[config.mk]
export PLATFORM = sky130hd
export DESIGN_NAME = sample_burst_packet_framer
export DESIGN_NICKNAME = d
export VERILOG_FILES = /design/src/rtl/sbpf_pkg.sv /design/src/rtl/sbpf_framer.sv /design/src/rtl/sbpf_serializer.sv /design/src/rtl/sample_burst_packet_framer.sv
export SDC_FILE = /design/constraint.sdc
export NUM_CORES = 1
export LEC_CHECK = 0
export ABC_AREA = 1
export BUFFER_PORTS_ARGS = -buffer_cell sky130_fd_sc_hd__buf_4
export CELL_PAD_IN_SITES_DETAIL_PLACEMENT = 0
export CELL_PAD_IN_SITES_GLOBAL_PLACEMENT = 1
export CORE_MARGIN = 1.5
export CORE_UTILIZATION = 40
export DETAILED_ROUTE_END_ITERATION = 12
export GPL_TIMING_DRIVEN = 0
export MAX_ROUTING_LAYER = met4
export PLACE_DENSITY = 0.75
export SYNTH_ARGS = -nofsm -noshare
export SYNTH_HDL_FRONTEND = slang
export SYNTH_SLANG_ARGS = --single-unit
[constraint.sdc]
create_clock -name clk_i -period 14.44 [get_ports clk_i]
set_input_delay 2.888 -clock clk_i [delete_from_list [all_inputs] [get_ports clk_i]]
set_output_delay 2.888 -clock clk_i [all_outputs]
set_load 0.05 [all_outputs]
[src/rtl/sbpf_pkg.sv]
// sbpf_pkg: shared types and constants for the sample burst packet framer
// no dependencies; used by every module of the block
`timescale 1ns / 1ps

package sbpf_pkg;

  localparam int PAYLOAD_BYTES = 504;
  localparam int PKT_SAMPLES   = PAYLOAD_BYTES / 4;
  localparam int PKT_W         = $clog2(PKT_SAMPLES + 1);

  localparam logic [4:0] CHAN_CONTROL = 5'h1f;
  localparam logic [4:0] CHAN_DATA    = 5'h00;

  typedef logic [PKT_W-1:0] slot_t;

  typedef enum logic [1:0] {
    KIND_HDR     = 2'd0,
    KIND_TIME    = 2'd1,
    KIND_PAYLOAD = 2'd2
  } word_kind_e;

  typedef struct packed {
    logic               first_of_burst;
    logic [15:0]        burst_samples;
    logic [31:0]        start_time;
    logic               control_burst;
    logic signed [15:0] sample_i;
    logic signed [15:0] sample_q;
  } in_item_t;

  typedef struct packed {
    logic [31:0] out_word;
    word_kind_e  word_kind;
    logic        packet_end;
    logic        burst_end;
    logic        run_last;
  } out_item_t;

  // words produced by one input beat: optional header and timestamp, then payload
  typedef struct packed {
    logic        has_hdr;
    logic [31:0] hdr_word;
    logic [31:0] time_word;
    logic [31:0] pay_word;
    logic        packet_end;
    logic        burst_end;
  } group_t;

endpackage

[src/rtl/sbpf_framer.sv]
// sbpf_framer: burst and packet state, builds the word group for each beat
// depends on sbpf_pkg
`timescale 1ns / 1ps

module sbpf_framer (
  input  logic              clk_i,
  input  logic              rst_ni,
  input  logic              accept_i,
  input  sbpf_pkg::in_item_t in_i,
  output logic              produce_o,
  output sbpf_pkg::group_t  grp_o
);

  localparam logic [15:0] PktLen16 = 16'(sbpf_pkg::PKT_SAMPLES);
  localparam sbpf_pkg::slot_t PktLen = sbpf_pkg::slot_t'(sbpf_pkg::PKT_SAMPLES);

  logic [15:0]     samples_left_q, samples_left_d;
  sbpf_pkg::slot_t slot_q, slot_d;
  sbpf_pkg::slot_t packet_samples_q, packet_samples_d;
  logic [31:0]     packet_time_q, packet_time_d;
  logic            control_kind_q, control_kind_d;
  logic            start_pending_q, start_pending_d;

  logic [15:0]     sl, sl_dec;
  sbpf_pkg::slot_t slot, ps, pkt, cur_pkt, slot_inc;
  logic [31:0]     ptime;
  logic            kind, pending, active, pkt_open, is_end, pend, bend;
  logic [4:0]      chan;
  logic [15:0]     byte_cnt;

  always_comb begin
    // a first beat loads the burst before the beat itself is framed
    if (in_i.first_of_burst) begin
      sl      = in_i.burst_samples;
      ptime   = in_i.start_time;
      kind    = in_i.control_burst;
      pending = 1'b1;
      slot    = '0;
      ps      = '0;
    end else begin
      sl      = samples_left_q;
      ptime   = packet_time_q;
      kind    = control_kind_q;
      pending = start_pending_q;
      slot    = slot_q;
      ps      = packet_samples_q;
    end

    active   = (sl != 16'd0);
    pkt_open = (slot == '0);
    is_end   = (sl <= PktLen16);
    pkt      = (sl < PktLen16) ? sbpf_pkg::slot_t'(sl) : PktLen;
    chan     = kind ? sbpf_pkg::CHAN_CONTROL : sbpf_pkg::CHAN_DATA;
    byte_cnt = 16'({pkt, 2'b00});
    cur_pkt  = pkt_open ? pkt : ps;
    slot_inc = slot + sbpf_pkg::slot_t'(1);
    sl_dec   = sl - 16'd1;
    pend     = (slot_inc >= cur_pkt);
    bend     = (sl_dec == 16'd0);

    grp_o.has_hdr    = pkt_open;
    grp_o.hdr_word   = {3'b000, pending, is_end, 6'b000000, chan, byte_cnt};
    grp_o.time_word  = ptime;
    grp_o.pay_word   = {in_i.sample_q, in_i.sample_i};
    grp_o.packet_end = pend | bend;
    grp_o.burst_end  = bend;

    produce_o = accept_i & active;

    samples_left_d   = active ? sl_dec : sl;
    slot_d           = (active && !(pend || bend)) ? slot_inc : (active ? '0 : slot);
    packet_samples_d = (active && pkt_open) ? pkt : ps;
    packet_time_d    = (active && pkt_open) ? ptime + 32'(pkt) : ptime;
    start_pending_d  = (active && pkt_open) ? 1'b0 : pending;
    control_kind_d   = kind;
  end

  always_ff @(posedge clk_i or negedge rst_ni) begin
    if (!rst_ni) begin
      samples_left_q   <= '0;
      slot_q           <= '0;
      packet_samples_q <= '0;
      packet_time_q    <= '0;
      control_kind_q   <= 1'b0;
      start_pending_q  <= 1'b0;
    end else if (accept_i) begin
      samples_left_q   <= samples_left_d;
      slot_q           <= slot_d;
      packet_samples_q <= packet_samples_d;
      packet_time_q    <= packet_time_d;
      control_kind_q   <= control_kind_d;
      start_pending_q  <= start_pending_d;
    end
  end

  // inside a packet the slot count never reaches the packet size
  assert property (@(posedge clk_i) disable iff (!rst_ni)
    (samples_left_q != 16'd0 && slot_q != '0) |-> (slot_q < packet_samples_q))
    else $error("slot count past packet size");

  // a payload word that ends the burst also closes its packet
  assert property (@(posedge clk_i) disable iff (!rst_ni)
    (accept_i && active && bend) |=> (slot_q == '0 && samples_left_q == 16'd0))
    else $error("burst end left packet open");

endmodule

[src/rtl/sbpf_serializer.sv]
// sbpf_serializer: holds one word group and sends it one word per beat
// depends on sbpf_pkg
`timescale 1ns / 1ps

module sbpf_serializer (
  input  logic                clk_i,
  input  logic                rst_ni,
  input  logic                load_i,
  input  sbpf_pkg::group_t    grp_i,
  output logic                free_o,
  output logic                out_valid_o,
  input  logic                out_ready_i,
  output sbpf_pkg::out_item_t out_data_o
);

  sbpf_pkg::group_t     grp_q;
  logic                 grp_valid_q;
  sbpf_pkg::word_kind_e pos_q, pos_d;
  logic                 last, take;

  assign last        = (pos_q == sbpf_pkg::KIND_PAYLOAD);
  assign out_valid_o = grp_valid_q;
  assign take        = grp_valid_q & out_ready_i;
  // group slot frees up as its payload word leaves
  assign free_o      = !grp_valid_q || (take && last);

  always_comb begin
    case (pos_q)
      sbpf_pkg::KIND_HDR:  pos_d = sbpf_pkg::KIND_TIME;
      sbpf_pkg::KIND_TIME: pos_d = sbpf_pkg::KIND_PAYLOAD;
      default:             pos_d = sbpf_pkg::KIND_PAYLOAD;
    endcase
  end

  always_comb begin
    case (pos_q)
      sbpf_pkg::KIND_HDR:  out_data_o.out_word = grp_q.hdr_word;
      sbpf_pkg::KIND_TIME: out_data_o.out_word = grp_q.time_word;
      default:             out_data_o.out_word = grp_q.pay_word;
    endcase
    out_data_o.word_kind  = pos_q;
    out_data_o.packet_end = last & grp_q.packet_end;
    out_data_o.burst_end  = last & grp_q.burst_end;
    out_data_o.run_last   = last;
  end

  always_ff @(posedge clk_i or negedge rst_ni) begin
    if (!rst_ni) begin
      grp_valid_q <= 1'b0;
      pos_q       <= sbpf_pkg::KIND_PAYLOAD;
    end else if (load_i) begin
      grp_valid_q <= 1'b1;
      pos_q       <= grp_i.has_hdr ? sbpf_pkg::KIND_HDR : sbpf_pkg::KIND_PAYLOAD;
    end else if (take) begin
      if (last) begin
        grp_valid_q <= 1'b0;
      end else begin
        pos_q <= pos_d;
      end
    end
  end

  always_ff @(posedge clk_i) begin
    if (load_i) begin
      grp_q <= grp_i;
    end
  end

  assert property (@(posedge clk_i) disable iff (!rst_ni)
    load_i |-> free_o)
    else $error("group loaded over a pending group");

  assert property (@(posedge clk_i) disable iff (!rst_ni)
    (take && !last && !load_i) |=> (out_valid_o && pos_q != $past(pos_q)))
    else $error("group word sequence did not advance");

  assert property (@(posedge clk_i) disable iff (!rst_ni)
    (take && last && !load_i) |=> !out_valid_o)
    else $error("group still valid after its last word");

  assert property (@(posedge clk_i) disable iff (!rst_ni)
    load_i |=> (out_valid_o && (pos_q == sbpf_pkg::KIND_HDR ||
                                pos_q == sbpf_pkg::KIND_PAYLOAD)))
    else $error("group started on a timestamp word");

endmodule

[src/rtl/sample_burst_packet_framer.sv]
// sample_burst_packet_framer: top level, cuts sample bursts into packets
// depends on sbpf_pkg, sbpf_framer, sbpf_serializer
// latency: the first word of a beat's results is shown the cycle after acceptance
// inside a packet a new beat is taken as the prior payload word leaves; a beat
//   opening a packet first sends header and timestamp words from the group register
// reset clears the burst state: no burst active, timestamp and kind zero
`timescale 1ns / 1ps

module sample_burst_packet_framer (
  input  logic                clk_i,
  input  logic                rst_ni,
  input  logic                in_valid_i,
  output logic                in_ready_o,
  input  sbpf_pkg::in_item_t  in_data_i,
  output logic                out_valid_o,
  input  logic                out_ready_i,
  output sbpf_pkg::out_item_t out_data_o
);

  logic             accept, produce, free;
  sbpf_pkg::group_t grp;

  assign in_ready_o = free;
  assign accept     = in_valid_i & free;

  sbpf_framer u_framer (
    .clk_i     (clk_i),
    .rst_ni    (rst_ni),
    .accept_i  (accept),
    .in_i      (in_data_i),
    .produce_o (produce),
    .grp_o     (grp)
  );

  sbpf_serializer u_serializer (
    .clk_i       (clk_i),
    .rst_ni      (rst_ni),
    .load_i      (produce),
    .grp_i       (grp),
    .free_o      (free),
    .out_valid_o (out_valid_o),
    .out_ready_i (out_ready_i),
    .out_data_o  (out_data_o)
  );

endmodule
Word-level counts from Yosys, hierarchy flattened
Cells that the tools add are included.

storage, ports and cells
  input bits = 86
  register bits = 147

operators by class
  bitwise operators = 6
  reduce and logical (&&, ||, !) cells = 15
  equality and inequality tests = 3
  $lt $le $gt $ge = 3
  add/subtract/negate cells = 3
  mux-type cells = 24

operators by type and width
  cell                                                                               number
  32-bit two-way mux                                                                 2
  32-bit case mux with 2 select lines                                                1
  7-bit two-way mux                                                                  7
  32-bit by 7-bit adder with 32-bit output                                           1
  16-bit two-way mux                                                                 2
  16-bit by 7-bit less-or-equal comparator with 1-bit output, second input constant  1
  16-bit zero test                                                                   1
  16-bit by 7-bit < comparator with 1-bit output, second input constant              1
  16-bit nonzero test                                                                1
  16-bit by 1-bit subtractor with 16-bit output, second input constant               1
  2-bit two-way mux                                                                  5
  7-bit by 1-bit adder with 7-bit output, second input constant                      1
  7-bit >= comparator                                                                1
  7-bit zero test                                                                    1
  1-bit two-way mux                                                                  6
  1-bit AND                                                                          5
  5-bit two-way mux                                                                  1
  2-bit AND reduction                                                                2
  2-bit nonzero test                                                                 2
  1-bit logical AND                                                                  3
  2-bit by 1-bit equality test with 1-bit output, second input constant              1
  2-bit equality test, second input constant                                         1
  1-bit zero test                                                                    2
  2-bit zero test                                                                    1
  other kinds (3)                                                                    4

Longest topological paths before layout
Gate-level depths: netlist (run 1).

  depth in word-level cells = 9
  depth in mapped cells = 27
  mapped depth without buffers = 27

By module
From an unflattened synthesis (run 1), not the netlist that was laid out.

unflattened totals
  cell total of the unflattened synthesis = 1222
  area total of the unflattened synthesis = 9949.5 µm²

modules (own cells, without submodules)
  module                      times used  cells an instance  area an instance (µm²)
  sbpf_framer                 1           954                6224.7
  sbpf_serializer             1           266                3717.3
  sample_burst_packet_framer  1           2                  7.5

Worst setup path after synthesis (run 1)
OpenSTA, ideal clock, no wires.

  kind = input-to-reg
  start point = input out_ready_i
  end point = register u_framer.samples_left_q[5]
  data arrival time = 8149 ps
  data required time = 14339 ps
  path buffers = 0
  stages on the path = 6
  library setup time = 101 ps
  path slack = 6190 ps
  path through = nand2_1 -> o21ai_1 -> nand2_1 -> nor2_1 -> inv_1 -> o21ai_0

between the ends
  longest elaborated chain between the ends = 4

RTL lines
  what                  line                              text
  start, declared       sample_burst_packet_framer.sv:16  input logic out_ready_i,
  1-bit AND             sbpf_serializer.sv:23             assign take = grp_valid_q & out_ready_i;
  1-bit logical AND     sbpf_serializer.sv:25             assign free_o = !grp_valid_q || (take && last);
  1-bit logical OR      sbpf_serializer.sv:25
  named net in_ready_o  sample_burst_packet_framer.sv:13  output logic in_ready_o,
  1-bit AND             sample_burst_packet_framer.sv:24  assign accept = in_valid_i & free;
  end signal, assigned  sbpf_framer.sv:87                 samples_left_q <= samples_left_d;
  end, declared         sbpf_framer.sv:17                 logic [15:0] samples_left_q, samples_left_d;

The timed path passes the listed nets, and every way through them passes these cells.
A chain may end at the register's enable or synchronous reset.

Final worst setup path (run 1)
  start point = input in_data_i[81] (netlist bit)
  end point = register u_framer.slot_q[0]

between the ends
  longest elaborated chain between the ends = 9

RTL lines
  what                                            line                              text
  start, declared                                 sample_burst_packet_framer.sv:14  input sbpf_pkg::in_item_t in_data_i,
  16-bit two-way mux                              sbpf_framer.sv:33                 if (in_i.first_of_burst) begin
  16-bit by 7-bit < comparator with 1-bit output  sbpf_framer.sv:52                 pkt = (sl < PktLen16) ? sbpf_pkg::slot_t'(sl) : PktLen;
  7-bit two-way mux                               sbpf_framer.sv:52
  7-bit two-way mux                               sbpf_framer.sv:55                 cur_pkt = pkt_open ? pkt : ps;
  7-bit >= comparator                             sbpf_framer.sv:58                 pend = (slot_inc >= cur_pkt);
  1-bit logical OR                                sbpf_framer.sv:71                 slot_d = (active && !(pend || bend)) ? slot_inc : (active ? '0 : slot);
  1-bit zero test                                 sbpf_framer.sv:71
  1-bit logical AND                               sbpf_framer.sv:71
  7-bit two-way mux *                             sbpf_framer.sv:71
  end signal, assigned                            sbpf_framer.sv:88                 slot_q <= slot_d;
  end, declared                                   sbpf_framer.sv:18                 sbpf_pkg::slot_t slot_q, slot_d;

Mark *: on every way between the ends. The rest lies on a longest branch, timed or not.

==> results of run 1 <==
[flip-flops by register name (all words and copies together) (netlist names)]
name                       cells
u_framer.slot_q                7
u_framer.start_pending_q       1
u_serializer.pos_q             2
u_framer.samples_left_q       16
u_framer.packet_time_q        32
u_serializer.grp_q            76
u_framer.packet_samples_q      7
u_serializer.out_valid_o       1
u_framer.control_kind_q        1
[kinds of logic (layout without fill, tap and decap cells)]
kind of cell    count (synthesis)  in the layout
simple gates                  506            506
buf+inv                       168            326
compound gates                143            143
flops                         143            143
xor+xnor                       27             27
fa+ha+maj                      19             19
mux                             6              6
[cell type report]
type,count,share of cell area [%]
sequential,143,39.01
tap,270,3.328
inverter,128,4.757
clock inverter,14,1.220
buffer,40,2.021
multi-input combinational,701,35.88
clock buffer,18,4.227
timing repair buffer,126,9.564
[cell usage in the layout, fill, tap and decap left out, types with 3 or more instances in the layout]
| master | synthesis | routed |
|---|---|---|
| nor2_4 | 2 | 3 |
| inv_2 | 6 | 6 |
| nand2_2 | 7 | 7 |
| o21ai_0 | 59 | 59 |
| o21bai_1 | 6 | 6 |
| a22oi_1 | 4 | 4 |
| nand2_1 | 259 | 259 |
| ha_1 | 18 | 18 |
| clkinv_4 | 0 | 3 |
| xnor2_1 | 5 | 5 |
| nor2_1 | 84 | 83 |
| edfxtp_1 | 76 | 76 |
| mux2i_1 | 6 | 6 |
| or2_2 | 15 | 15 |
| inv_1 | 118 | 118 |
| dfrtp_1 | 66 | 66 |
| xor2_1 | 22 | 22 |
| buf_4 | 5 | 129 |
| a31oi_1 | 5 | 5 |
| nor4_1 | 3 | 3 |
| a21boi_0 | 4 | 4 |
| nand3_1 | 95 | 95 |
| inv_6 | 0 | 6 |
| o21ai_2 | 10 | 10 |
| buf_6 | 4 | 4 |
| nor3_1 | 6 | 6 |
| clkinvlp_4 | 0 | 3 |
| clkbuf_16 | 0 | 17 |
| clkinv_1 | 3 | 3 |
| nor2_2 | 6 | 6 |
| nand4_1 | 19 | 19 |
| clkbuf_1 | 25 | 26 |
| o22ai_1 | 3 | 3 |
| o21a_1 | 5 | 5 |
| o21ai_1 | 16 | 16 |
| a21oi_1 | 23 | 23 |
| buf_2 | 4 | 4 |
| a22o_1 | 4 | 4 |
[stage by stage]
stage	instances	util, %	cell area (um^2)
after floorplan	1012	-	8283
after global placement	1406	47.05	9552
after detailed placement	1408	47.29	9599
after CTS	1440	50.01	10150
after global routing	1440	50.01	10150
final	1440	50.01	10150
[metal layers]
layer	wire (um)	share of wire [%]	global-route usage, %
met5	0	0	-
met4	235	0.95	4.800
met3	1367	5.6	4.286
met2	10840	44	35.83
met1	12190	49	35.24
[power by group]
part           leakage [nW]  internal (W)  switching (W)
clock network         0.263      0.000226       0.000195
registers              1.52      0.000588      0.0000544
logic                  2.90      0.000285       0.000672
[critical path: stages]
cell and delay [ns]:
buf_4 0.13, inv_2 0.17, clkbuf_2 0.27, buf_2 0.27
buf_2 0.29, nand2_1 0.14, ha_1 0.22, and3b_1 0.16
nand3_1 0.23, clkinv_1 0.35, nand2_1 0.15, nand2_1 0.08
ha_1 0.27, o21ai_0 0.15, a21boi_0 0.09, o21ai_0 0.15
nand2_1 0.07, nand2_1 0.05, nand2_1 0.04, nand2_1 0.05
nand2_1 0.04, a21oi_1 0.48, nand2_2 0.18, o21bai_1 0.15
nand2_1 0.06, nand2_1 0.06
[path summary, 6_finish.rpt]
path	to	startpoint	slack [ns]	cells past startpoint
max	u_framer.slot_q[0]	in_data_i[81]	7.60	26
min	u_framer.packet_time_q[10]	u_framer.packet_time_q[10]	0.48	2
max reg2reg	u_framer.packet_time_q[28]	u_framer.samples_left_q[11]	10.57	20
min reg2reg	u_framer.packet_time_q[10]	u_framer.packet_time_q[10]	0.48	2
max in group asynchronous	u_framer.samples_left_q[5]	rst_ni	11.22	1
min in group asynchronous	u_framer.samples_left_q[10]	rst_ni	2.56	1
==> results.toml, run 1 <==
[outcome]
status = "complete, no violations"

[setup_path]
critPathLaunchType = "input pin"
worstPathRequired_ns = 14.81
end_kind = "register"
path_class = "in2reg"
cp.arrival_ns = 7.20
path_max_fanout = 10

[cells_and_area]
synthToLayoutAreaGrowth_pct = 22.57
num_antenna_cells = 0
num-nets-final = 1262
multi_input_area_um2 = 3642
fill_cells = 2041
seq_area_um2 = 3960
drive_above_1_share_pct = 19.57

[clock_network]
postCtsSetupBuffers = 0
htreeDepth = 4
insertion_delay_ns = 0.43
cts_resized = 0
clockBufferDepth = 2
cts_tree = "done"
holdBufCountCts = 0
path_clk_slew_ns = 0.07
cts_buffers = 17
cts_sinks = 143
clockRootBuffer = "clkbuf_16"

[yosys]
yosys.area.top_type = "edfxtp_1"
async_flop_share_pct = 46.85
mappedNetlistArea_um2 = 8283
yosys.area_share.simple_pct = 27.16
synth_xor_area_share_pct = 2.855
yosysUniqueCellTypes = 50
yosys_warnings = 0
yosysSeqAreaShare_pct = 47.81
synthesis.nets = 1117
synth_edf_count = 76
synthTopCellsByCount = "259 x nand2_1, 118 x inv_1, 95 x nand3_1"
synth.mux.area_fraction_pct = 0.7251
ys_seq_elements = 143
synth-compound-area-share_pct = 10.18
yosys.area.top_type_share_pct = 27.55
yosys.cell_count.top_type = "nand2_1"
synth_cells = 1012
synth_flop_cell = "edfxtp_1"
synth_top_family_by_area = "simple AND/OR/NAND/NOR gates"
synth_area_leaders = "edfxtp_1 28%, dfrtp_1 20%, nand2_1 12%, nand3_1 5.7%, inv_1 5.3%"
synth.avg_cell_area_um2 = 8.185
synth-adder-area-share_pct = 2.961

[place]
numPortBuffers = 124
dp_hpwl_mm = 18.68
place_ws_ns = 7.180
globalplace.congestion = 0.9047

[timing]
holdWs_ns = 0.4768
fmax_mhz = 146.3
period_needed_ns = 6.836
timing.final.crit_share_pct = 47.34
hold_viol_final = 0
clock_skew_ns = 0.01785
final_max_slew_viol_count = 0
setup_tns_ns = 0
setup_viol = 0
relSlewSlack_pct = 37.24
finalWorstSetupSlack_ns = 7.604
rsz0062_at_grt = "no"
worstMarginPinSlew_ns = 0.9414

[power_and_ir_drop]
leakagePower_nw = 4.682
ir_drop_mv = 0.08698
power.total_w = 0.002021
power_density_nw_per_um2 = 199.0

[floorplanning]
rows = 52
die_w_um = 146.9
core_um2 = 20300
die_area_um2 = 21580
start_util_pct = 40.80
io_pins = 125
dieHeight_um = 146.9

[global_route]
grt_max_degree = 68
grt_pass1_wl_mm = 38.78
grt_usage_pct = 24.31
overflow = 0
antenna_found_initial = 0
first_global_vias = 6834

[drt]
routed_wl_mm = 24.63
drt-wirelength-per-cell_um = 17.10
vias = 7243
postRouteAntennaNets = 0
first_iter_violations = 566
dr.pass1.iters = 5
viasPerCell = 5.030
drc = 0

[flow_run]
drv_cap = 0

[hold_path]
hp-class = "reg2reg"
No activity file was read; power rests on OpenSTA's default activity.
==> inputs of run 2 (changes only) <==
ABC_AREA = 0   (was 1)
PLACE_DENSITY = 0.72   (was 0.75)
clock period = 7.1 ns   (was 14.44 ns; I/O delays follow)
==> results.toml, run 2 <==
[power_and_ir_drop]
p_seq_share_pct = 32.9
p_sw_share_pct = 42.29
leakagePower_nw = 4.087
pwr-share-comb_pct = 44.5
p_int_w = 0.002346
power_density_nw_per_um2 = 412.1
p_switching_w = 0.001719
ir_drop_mv = 0.1755
pwr-share-clk_pct = 22.6

[clock_network]
holdBufCountCts = 0
postCtsSetupBuffers = 0
htreeDepth = 4
cts_buffers = 17
cts_resized = 0
insertion_delay_ns = 0.43
clockRootBuffer = "clkbuf_16"
cts_tree = "done"
path_clk_slew_ns = 0.06
cts_sinks = 143
clockBufferDepth = 2

[outcome]
status = "complete, no violations"

[place]
dp_hpwl_mm = 17.53
numPortBuffers = 123
globalplace.congestion = 0.9267
place_ws_ns = 0.7615

[yosys]
synth.avg_cell_area_um2 = 10.87
synth_area_leaders = "edfxtp_1 29%, dfrtp_1 21%, mux2i_1 4.1%, mux2_2 4.1%, nand2_1 4.0%"
yosys.area.top_type_share_pct = 28.61
synth_xor_area_share_pct = 3.843
synthesis.nets = 839
yosys_warnings = 0
synth_flop_cell = "edfxtp_1"
ys_seq_elements = 143
yosysUniqueCellTypes = 77
async_flop_share_pct = 46.85
yosys.area_share.simple_pct = 15.18
yosys.area.top_type = "edfxtp_1"
yosys.cell_count.top_type = "nand2_1"
synth_edf_count = 76
synth-adder-area-share_pct = 3.075
mappedNetlistArea_um2 = 7976
synth_top_family_by_area = "compound AO/OA/AOI/OAI gates"
yosysSeqAreaShare_pct = 49.65
synthTopCellsByCount = "86 x nand2_1, 76 x edfxtp_1, 66 x dfrtp_1"
synth.mux.area_fraction_pct = 8.753
synth-compound-area-share_pct = 15.81
synth_cells = 734

[cells_and_area]
layout_common_cells = "126 x buf_4, 86 x nand2_1, 76 x edfxtp_1"
num_antenna_cells = 0
drive_above_1_share_pct = 26.63
final_common_cell = "buf_4"
synthToLayoutAreaGrowth_pct = 23.64
num-nets-final = 982
top_register = "u_serializer.grp_q"
top_regs = "u_serializer.grp_q: 76 flops, u_framer.packet_time_q: 32 flops, u_framer.samples_left_q: 16 flops"
largest_register_ffs = 76

[floorplanning]
die_area_um2 = 20800
io_pins = 125
rows = 51
dieHeight_um = 144.2
die_w_um = 144.2
core_um2 = 19530
start_util_pct = 40.85

[global_route]
grt_usage_pct = 24.15
grt_pass1_wl_mm = 36.11
first_global_vias = 6367
antenna_found_initial = 0
overflow = 0
grt_max_degree = 68

[setup_path]
path_class = "in2reg"
critPathLaunchType = "input pin"
path_max_fanout = 10
end_kind = "register"
worstPathRequired_ns = 7.42
reg2reg_setup_slack_ns = 2.56
cp.arrival_ns = 6.24

[drt]
first_iter_violations = 355
drc = 0
viasPerCell = 5.604
drt-wirelength-per-cell_um = 20.70
routed_wl_mm = 23.91
dr.pass1.iters = 5
vias = 6473
postRouteAntennaNets = 0

[timing]
relSlewSlack_pct = 35.17
fmax_mhz = 168.9
clock_skew_ns = 0.01057
setup_tns_ns = 0
hold_viol_final = 0
finalWorstSetupSlack_ns = 1.180
rsz0062_at_grt = "no"
worstMarginPinSlew_ns = 0.9725
setup_viol = 0
timing.final.crit_share_pct = 83.38
period_needed_ns = 5.920
final_max_slew_viol_count = 0

[hold_path]
hp-class = "reg2reg"

[flow_run]
drv_cap = 0
==> run 2: cell count changes after synthesis, sizes merged, moves of 11 or more <==
cell,previous run,this run
nor2,94,36
mux2,0,29
xnor2,5,23
o31ai,1,15
nand3,97,21
mux2i,6,36
o21ai,85,54
nand4,20,6
or2,15,4
a22o,4,32
inv,125,21
nand2,268,86
and3,0,14
a21oi,23,37
==> run 2: kinds of logic after synthesis <==
kind of cell | count (synthesis)
xor gates and xnor gates | 35
and+or+nand+nor | 226
muxes | 65
DFF | 143
buffers and inverters | 60
adders and majority gates | 19
AOI/OAI and AO/OA | 186
==> run 2: worst max-delay path: stages <==
cell and delay, ns:
buf_6 0.15, buf_6 0.19, buf_2 0.36, buf_2 0.40, buf_2 0.36, buf_2 0.36
buf_2 0.33, nor2b_1 0.10, inv_1 0.06, ha_1 0.19, o21ai_0 0.26, clkbuf_1 0.30
or4_1 0.45, o211ai_1 0.12, ha_1 0.18, a21o_1 0.10, a31oi_1 0.03, o21ai_0 0.39
nor2_1 0.08, o21a_2 0.17, a22o_1 0.19
==> run 2: metrics by stage <==
step	util (%)	std cells	area, um^2	hold slack (ns)	power (W)
2_1_floorplan	-	734	7976	0.4446	0.002586
3_3_place_gp	47.28	1122	9231	0.4586	0.003116
3_5_place_dp	47.43	1123	9261	0.4667	0.003152
4_1_cts	50.51	1155	9862	0.4808	0.004075
5_1_grt	50.51	1155	9862	0.5003	0.004282
6_report	50.51	1155	9862	0.4741	0.004064
==> run 2: area by class of cell <==
class | count | area (um^2)
Clock inverter | 11 | 130.1
Clock buffer | 21 | 470.5
Fill cell | 1834 | 9664
Sequential cell | 143 | 3960
Inverter | 22 | 85.08
Multi-Input combinational cell | 531 | 3722
Tap cell | 265 | 331.6
Timing Repair Buffer | 124 | 950.9
Buffer | 38 | 211.5
==> run 2: power groups by stage <==
stage                     Clock, W  Sequential (W)  Combinational, W
after floorplan                  0         0.00134           0.00125
after global placement           0         0.00135           0.00176
after detailed placement         0         0.00135           0.00180
after CTS                 0.000930         0.00134           0.00181
after global routing      0.000960         0.00137           0.00196
final                     0.000919         0.00134           0.00181
==> run 2: per-layer routing <==
layer	share of wire, %	global-route usage (%)
met1	46	32.24
met2	46	37.75
met3	6.3	4.371
met4	1.5	6.964
met5	0	-
==> run 2: final timing paths <==
kind                                                   from                         end  depth (start not counted)
worst min-delay path              u_framer.packet_time_q[4]   u_framer.packet_time_q[4]                          2
worst max-delay path                          in_data_i[81]          u_framer.slot_q[5]                         21
max in group asynchronous                            rst_ni  u_framer.packet_time_q[11]                          1
min in group asynchronous                            rst_ni          u_framer.slot_q[4]                          1
worst max register to register  u_framer.samples_left_q[11]  u_framer.packet_time_q[24]                         13
worst min register to register    u_framer.packet_time_q[4]   u_framer.packet_time_q[4]                          2
